File: src/hdl/hwfq_pkg.sv
`timescale 1ns / 1ps
`default_nettype none
// ----------------------------------------------------------------------------
// hwfq_pkg
// Shared types and constants of the two-level fair queueing tag unit.
// ----------------------------------------------------------------------------
package hwfq_pkg;

  localparam int FIDX_W  = 10;
  localparam int REG_W   = 16;
  localparam int PEND_W  = 14;
  localparam int OTAG_W  = 60;
  localparam int PROD_W  = 2 * REG_W;
  localparam int FRAC_W  = 8;

  localparam logic [REG_W-1:0] RT_WGT_RST     = 16'd256;
  localparam logic [REG_W-1:0] LF_WGT_RST     = 16'd256;
  localparam logic [REG_W-1:0] SPLIT_PORT_RST = 16'd4000;

  localparam logic [1:0] CFG_RT_WGT     = 2'd0;
  localparam logic [1:0] CFG_LF_WGT     = 2'd1;
  localparam logic [1:0] CFG_SPLIT_PORT = 2'd2;

  localparam logic OP_ENQ      = 1'b0;
  localparam logic OP_DEQ      = 1'b1;
  localparam logic STATUS_OK   = 1'b0;
  localparam logic STATUS_DROP = 1'b1;
  localparam logic LEAF_LEFT   = 1'b0;
  localparam logic LEAF_RIGHT  = 1'b1;

  typedef enum logic [3:0] {
    S_CLEAR = 4'b0001,
    S_IDLE  = 4'b0010,
    S_READ  = 4'b0100,
    S_EXEC  = 4'b1000
  } back_state_t;

  typedef struct packed {
    logic              op;
    logic              bad;
    logic              leaf;
    logic [FIDX_W-1:0] flow_index;
    logic [REG_W-1:0]  packet_length;
    logic [OTAG_W-1:0] leaf_tag;
  } item_t;

  typedef struct packed {
    logic              status;
    logic              leaf_out;
    logic [OTAG_W-1:0] root_tag;
    logic [OTAG_W-1:0] leaf_tag;
  } res_t;

endpackage
`default_nettype wire

File: src/hdl/hwfq_front.sv
`timescale 1ns / 1ps
`default_nettype none
// ----------------------------------------------------------------------------
// hwfq_front
// Accepts packet events, checks the flow index and picks the leaf queue of an enqueue.
// ----------------------------------------------------------------------------
module hwfq_front
  import hwfq_pkg::*;
#(
  parameter int FLOWS = 1024
) (
  input  wire logic              push,
  output logic                   full,
  input  wire logic              in_op,
  input  wire logic [FIDX_W-1:0] in_flow_index,
  input  wire logic [REG_W-1:0]  in_packet_length,
  input  wire logic [REG_W-1:0]  in_dest_port,
  input  wire logic              in_leaf_in,
  input  wire logic [OTAG_W-1:0] in_leaf_tag_in,
  input  wire logic [REG_W-1:0]  split_port,
  input  wire logic              clearing,
  input  wire logic              q_full,
  output logic                   q_push,
  output item_t                  q_item
);

  localparam int IDX_W = (FLOWS > 1) ? $clog2(FLOWS) : 1;
  localparam int CMP_W = IDX_W + FIDX_W;

  logic chosen;

  assign full   = q_full || clearing;
  assign q_push = push && !full;
  assign chosen = (in_dest_port <= split_port) ? LEAF_LEFT : LEAF_RIGHT;

  always_comb begin
    q_item               = '0;
    q_item.op            = in_op;
    q_item.bad           = (CMP_W'(in_flow_index) >= CMP_W'(FLOWS));
    q_item.leaf          = (in_op == OP_ENQ) ? chosen : in_leaf_in;
    q_item.flow_index    = in_flow_index;
    q_item.packet_length = in_packet_length;
    q_item.leaf_tag      = in_leaf_tag_in;
  end

endmodule
`default_nettype wire

File: config.mk
export PLATFORM = sky130hd
export DESIGN_NAME = hwfq_front
export DESIGN_NICKNAME = d
export VERILOG_FILES = /design/src/hdl/hwfq_pkg.sv /design/src/hdl/hwfq_front.sv
export SDC_FILE = /design/constraint.sdc
export NUM_CORES = 1
export LEC_CHECK = 0
export ABC_AREA = 0
export CORE_AREA = 2 2 83 85
export DETAILED_ROUTE_END_ITERATION = 7
export DIE_AREA = 0 0 85 87
export DONT_BUFFER_PORTS = 1
export GPL_ROUTABILITY_DRIVEN = 0
export PLACE_DENSITY = 0.37
export SLEW_MARGIN = 10
export SYNTH_ARGS = -nofsm -noshare
export SYNTH_HDL_FRONTEND = slang
export SYNTH_SLANG_ARGS = --single-unit
File: constraint.sdc
create_clock -name vclk -period 2.5
set_input_delay 0.75 -clock vclk [all_inputs]
set_output_delay 0.75 -clock vclk [all_outputs]
set_load 0.01 [all_outputs]
==> results.cfg <==
[placed_design]
place_ws_ps = -319
placed_area_um2 = 644
dp.cells = 146
io_buffers = 0
dp.final_hpwl_mm = 1.88

[synthesis]
synth_cells = 151
yosysWarnings = 0
seq_area_frac_synth = 0
synth_cell_types = 19
post_synth.cell_area_avg_um2 = 7.32
synth_fa_ha_area_frac = 0.181
synth_compound_gate_area_share = 0.0803
synth-simple-area-share = 0.0803
muxShareOfSynthArea = 0
syn-num-nets = 290
synthXorXnorAreaFrac = 0
synth_top_family_by_area = buffers and inverters
syn_area_um2 = 1110

[floorplanning]
core_um2 = 6570
die_area_um2 = 7400
die_y_um = 87
fp.dieW_um = 85
io_pins = 214
start_util = 0.168
rows = 30

[timing]
period_needed_ps = 2670
slew_violations = 0
setup_viol = 1
finalCritPeriodShare = 1.07
fmax_mhz = 375
fin_setup_tns_ps = -168
finalHoldViolCount = 0
holdWs_ps = 1500
rsz0062_at_grt = yes
fin_ws_ps = -168

[detailed_routing]
drt-initial-drc-count = 0
drtPass1Iterations = 1
ant_nets = 0
via_per_inst = 3.60
wl_mm = 2.05
drc = 0
wire_per_inst_um = 14.0
vias = 526

[grt]
grt_remaining_overflow = 0
grt_pass1_wl_mm = 2.77
grt_antenna_before_repair = 0
grt_usage = 0.0487
grt_max_degree = 5
grt_pass1_vias = 516

[power]
ir_worst_vdd_mv = 0.0314
powerDensity_nw_per_um2 = 132
power_leakage_nw = 0.289

[min_path]
hold_depth = 0
hold_start = in_leaf_tag_in[12]
hold_path_class = in -> out
hold_end = q_item[12]

[cells_and_area]
fin_cells = 146
final_net_count = 207
diodes = 0
seqCellArea_um2 = 0
seq_cell_count = 0
drive_above_1_share = 0.258
nClkBuffers = 0
area_growth_pct = -38.8
design_area_um2 = 677
mostFrequentLayoutCells = inv_1, ha_1, a21oi_1
final_common_cell = inv_1

[critical_path]
crit_path_end_kind = primary output
startpoint = split_port[6]
startpoint_type = input port
worst_ep_required_time_ps = 1750
crit_type = in -> out
worstPathMaxFanout = 2
cp.arrival_ps = 1920

[clock_tree]
post_cts_buffers = 0
cts_hold_buf = 0

[outcome]
status = finished, violations left
violations = setup timing

[run]
drv_cap = 0
[through the flow]
step | power, mW | utilization
after global routing | 0.104 | 0.103
after global placement | 0.0835 | 0.0981
after floorplan | 0.204 | -
after detailed placement | 0.0834 | 0.0981
final | 0.0896 | 0.103
after CTS | 0.0887 | 0.101
[synthesized netlist by cell type]
library cell	number	area share
nand2_1	4	0.014
or2_1	1	0.0057
nor4_2	1	0.011
nor2_1	2	0.0068
inv_1	17	0.058
nor3_1	2	0.0091
nand4_1	2	0.011
a21oi_1	7	0.032
a21boi_1	1	0.0068
buf_4	88	0.60
o211ai_1	1	0.0068
o21ai_0	1	0.0045
o221ai_1	1	0.0079
a21bo_1	1	0.0091
nor2b_1	2	0.011
a211oi_1	2	0.014
nand4_2	1	0.011
conb_1	1	0.0034
ha_1	16	0.18
[area by class of cell]
type / instances / area [µm²]
Timing Repair Buffer: 3 / 22.5
Multi-Input combinational cell: 46 / 468
Tap cell: 80 / 100
Fill cell: 749 / 5890
Inverter: 17 / 86.3
[worst max-delay path, cell delays in order]
cell,delay (ps)
inv_12,10
ha_4,240
nand4_1,150
nor4_4,320
a21bo_1,240
a21boi_2,190
[layer usage]
metal / GRT usage / part of all wire / vias to the layer above / routed length, µm
li1: - / - / 222 / -
met2: 0.0732 / 0.43 / 49 / 887
met5: 0 / 0 / - / 0
met3: 0.0218 / 0.15 / 38 / 310
met1: 0.0440 / 0.30 / 217 / 606
met4: 0.0620 / 0.12 / 0 / 241
[report_power, final]
part           internal, mW  switching [mW]
logic                0.0423          0.0472
clock network             0               0
registers                 0               0
total                0.0423          0.0472
[cells by family (layout without fill, tap and decap cells)]
group           after synthesis  after routing
buf+inv                     105             20
fa+ha+maj                    16             16
simple gates                 15             15
compound gates               14             14
other cells                   1              1
[worst max path at each step]
stage | endpoint | slack (ps)
floorplan | q_item[86] | -40
global placement | q_item[86] | -290
detailed placement | q_item[86] | -320
CTS | q_item[86] | -210
global route | q_item[86] | -240
finish | q_item[86] | -170
[what timing repair did]
action                                  in CTS  in global routing
resized for setup                            3                  2
pin swaps                                    0                  1
endpoints found under the setup margin       1                  1
Power figures use the tool's default switching activity.
