$ cat config.mk
export PLATFORM = sky130hd
export DESIGN_NAME = hwfq_fifo
export DESIGN_NICKNAME = d
export VERILOG_FILES = /design/src/hdl/hwfq_fifo.sv
export SDC_FILE = /design/constraint.sdc
export NUM_CORES = 1
export LEC_CHECK = 0
export ABC_AREA = 1
export BUFFER_PORTS_ARGS = -buffer_cell sky130_fd_sc_hd__buf_2
export CORE_UTILIZATION = 53
export DETAILED_ROUTE_END_ITERATION = 6
export PLACE_DENSITY = 0.8
export SETUP_SLACK_MARGIN = 0.05
export SLEW_MARGIN = 20
export SYNTH_ARGS = -nofsm -noshare
export SYNTH_HDL_FRONTEND = slang
export SYNTH_SLANG_ARGS = --single-unit
$ cat constraint.sdc
create_clock -name clk -period 4 [get_ports clk]
set_input_delay 0.6 -clock clk [delete_from_list [all_inputs] [get_ports clk]]
set_output_delay 0.6 -clock clk [all_outputs]
set_load 0.01 [all_outputs]
$ cat src/hdl/hwfq_fifo.sv
`timescale 1ns / 1ps
`default_nettype none
// ----------------------------------------------------------------------------
// hwfq_fifo
// Small register queue with push/full and pop/empty sides.
// ----------------------------------------------------------------------------
module hwfq_fifo #(
  parameter int WIDTH = 8,
  parameter int DEPTH = 2
) (
  input  wire logic             clk,
  input  wire logic             rst_n,
  input  wire logic             push,
  input  wire logic [WIDTH-1:0] din,
  output logic                  full,
  input  wire logic             pop,
  output logic [WIDTH-1:0]      dout,
  output logic                  empty
);

  localparam int AW = (DEPTH > 1) ? $clog2(DEPTH) : 1;

  logic [WIDTH-1:0] mem_r [DEPTH];
  logic [AW-1:0]    wr_ptr_r, wr_ptr_nxt;
  logic [AW-1:0]    rd_ptr_r, rd_ptr_nxt;
  logic [AW:0]      cnt_r, cnt_nxt;
  logic             do_push, do_pop;

  assign full    = (cnt_r == (AW+1)'(DEPTH));
  assign empty   = (cnt_r == '0);
  assign dout    = mem_r[rd_ptr_r];
  assign do_push = push && !full;
  assign do_pop  = pop && !empty;

  always_comb begin
    wr_ptr_nxt = wr_ptr_r;
    rd_ptr_nxt = rd_ptr_r;
    cnt_nxt    = cnt_r;
    if (do_push) begin
      wr_ptr_nxt = (wr_ptr_r == AW'(DEPTH-1)) ? '0 : wr_ptr_r + 1'b1;
    end
    if (do_pop) begin
      rd_ptr_nxt = (rd_ptr_r == AW'(DEPTH-1)) ? '0 : rd_ptr_r + 1'b1;
    end
    if (do_push && !do_pop) begin
      cnt_nxt = cnt_r + 1'b1;
    end else if (do_pop && !do_push) begin
      cnt_nxt = cnt_r - 1'b1;
    end
  end

  always_ff @(posedge clk) begin
    if (!rst_n) begin
      wr_ptr_r <= '0;
      rd_ptr_r <= '0;
      cnt_r    <= '0;
    end else begin
      wr_ptr_r <= wr_ptr_nxt;
      rd_ptr_r <= rd_ptr_nxt;
      cnt_r    <= cnt_nxt;
    end
  end

  always_ff @(posedge clk) begin
    if (do_push) begin
      mem_r[wr_ptr_r] <= din;
    end
  end

endmodule
`default_nettype wire

==> flow_summary.json <==
{
  "clk_pin_slew_ps": 110,
  "antenna_found_initial": 0,
  "finalCritPeriodShare": 0.488,
  "drtIter0Drc": 11,
  "fill_cells": 103,
  "swShare": 0.319,
  "yosys_warnings": 0,
  "hold_viol_final": 0,
  "clock_tree.root_cell": "clkbuf_4",
  "initial_utilization": 0.603,
  "postCtsSetupBuffers": 0,
  "htree_levels": 1,
  "power.net_switching_mw": 0.185,
  "grtUsageTotal": 0.167,
  "rows": 13,
  "synth_cell_types": 15,
  "wl_um": 1300,
  "synth_area_sq_um": 823,
  "critPathLaunchType": "flop",
  "setup_tns_ps": 0,
  "critical_path.max_fanout": 8,
  "die_w_um": 41.4,
  "fin_crit_ps": 1950,
  "vias_per_cell": 5.24,
  "drcViolationCount": 0,
  "placed_area_sq_um": 942,
  "dieHeight_um": 41.4,
  "yosysSeqAreaShare": 0.705,
  "place_hpwl_um": 1020,
  "clkLatencyLatePin_ps": 290,
  "power.internal_mw": 0.395,
  "finalSetupViolations": 0,
  "seqPwrFrac": 0.527,
  "dr_total_vias": 534,
  "ios": 22,
  "ir_drop_uv": 453,
  "worst_slack_ps": 2050,
  "wire_per_inst_um": 12.7,
  "outcome": "finished clean",
  "cts_tree": "yes",
  "area_delta_synth_final_pct": 17.6,
  "min_from": "din[3]",
  "critPathArrivalTime_ps": 1350,
  "ys_ff_latch": 21,
  "routabilityCongestion": 0.738,
  "syn_inst": 63,
  "worst-setup-path-type": "reg2out",
  "timing.rr.start": "cnt_r[0]$_SDFFE_PN0P_",
  "hp-class": "in2reg",
  "ctsHoldBuffers": 0,
  "drv_cap": 0,
  "drv_slew": 0,
  "diodes": 0,
  "crit_required_ps": 3400,
  "maxSlewHeadroom": 0.545,
  "clock_power_share": 0.168,
  "cp-end-kind": "output pin",
  "syn-num-nets": 76,
  "grt_max_degree": 12,
  "fmax_mhz": 513,
  "grt_pass1_wl_um": 2210,
  "dieArea_sq_mm": 0.00171,
  "grt-ovfl-total": 0,
  "rsz0062_at_grt": "no",
  "io_buffers": 21,
  "nets": 101,
  "syn_area_per_cell_sq_um": 13.1,
  "coreArea_sq_mm": 0.00137,
  "drt_pass1_iterations": 4,
  "power_density_mw_per_mm2": 598,
  "final_cell_area_sq_um": 968,
  "clock_sinks": 21,
  "leakage_nw": 0.408,
  "grt_pass1_vias": 581,
  "finalPower_mw": 0.579,
  "drive_above_1_share": 0.402,
  "holdWs_ps": 485,
  "ant_nets": 0,
  "numCtsBuffers": 3,
  "comb_power_share": 0.305,
  "worstMarginPinSlew_ps": 680,
  "clk_path_buf_depth": 2,
  "dp_slack_ps": 2320,
  "cts_resized": 0,
  "fin_skew_ps": 2.56
}
==> critical path: stages, from the launching register on <==
cell     delay, ps
dfxtp_1        540
mux2_2         380
buf_2          140
==> power by group through the flow <==
| stage | Sequential, mW | Clock [mW] | Combinational [mW] |
|---|---|---|---|
| 3_5_place_dp | 0.311 | 0 | 0.178 |
| 3_3_place_gp | 0.308 | 0 | 0.170 |
| 4_1_cts | 0.306 | 0.101 | 0.179 |
| 5_1_grt | 0.312 | 0.107 | 0.197 |
| 6_report | 0.305 | 0.0972 | 0.177 |
| 2_1_floorplan | 0.297 | 0 | 0.132 |
==> per-stage QoR <==
stage          instances   util
2_1_floorplan         63      -
4_1_cts              102  0.709
5_1_grt              102  0.709
6_report             102  0.709
3_5_place_dp          98  0.690
3_3_place_gp          98  0.690
==> final cells by class <==
type | instances | area, sq um | share of cell area
tap | 15 | 18.8 | 0.0194
clock buffer | 4 | 26.3 | 0.0271
sequential | 21 | 581 | 0.599
inverter | 9 | 33.8 | 0.0349
multi-input combinational | 32 | 204 | 0.211
timing repair buffer | 21 | 105 | 0.109
==> path summary, 6_finish.rpt <==
kind / endpoint / slack (ps) / cells past startpoint
setup reg to reg: mem_r[1][4]$_DFFE_PP_ / 2550 / 2
setup / recovery: dout[3] / 2050 / 2
hold / removal: mem_r[0][3]$_DFFE_PP_ / 490 / 1
hold reg to reg: flop / 540 / 2
==> registers in the layout, indices dropped and copies added, names as in the netlist, named ones only <==
name,cells
wr_ptr_r,1
rd_ptr_r,1
cnt_r,2
mem_r,16
==> cells by family after synthesis <==
kind of cell,share of synthesized area
flops,0.705
buf+inv,0.0471
simple gates,0.0942
mux,0.109
compound gates,0.0289
fa+ha+maj,0.0152
==> routing by layer <==
metal / up-vias / global-route usage / part of all wire
met1: 257 / 0.193 / 0.42
met5: - / 0 / 0
met2: 12 / 0.297 / 0.55
met4: 0 / 0.0839 / 0.0038
li1: 263 / - / -
met3: 2 / 0.0261 / 0.028
==> layout by cell type, fill, tap and decap left out <==
cell	instances
a21oi_1	1
buf_2	21
clkbuf_1	1
clkbuf_4	3
dfxtp_1	5
edfxtp_1	16
ha_1	1
inv_1	8
inv_2	1
mux2_2	8
nand2_1	6
nand3_1	1
nand4_1	1
nor2_1	10
nor2_2	1
o21ai_0	2
o21ai_2	1
==> cells in the mapped netlist <==
| cell type | instances | area, sq um |
|---|---|---|
| a21oi_1 | 1 | 5.00 |
| o21ai_0 | 2 | 10.0 |
| ha_1 | 1 | 12.5 |
| inv_2 | 1 | 3.75 |
| nand2_1 | 6 | 22.5 |
| nor2_1 | 10 | 37.5 |
| edfxtp_1 | 16 | 480 |
| inv_1 | 8 | 30.0 |
| mux2_2 | 8 | 90.1 |
| dfxtp_1 | 5 | 100 |
| nor2_2 | 1 | 6.26 |
| o21ai_2 | 1 | 8.76 |
| buf_2 | 1 | 5.00 |
| nand3_1 | 1 | 5.00 |
| nand4_1 | 1 | 6.26 |
No activity file was read; power rests on OpenSTA's default activity.
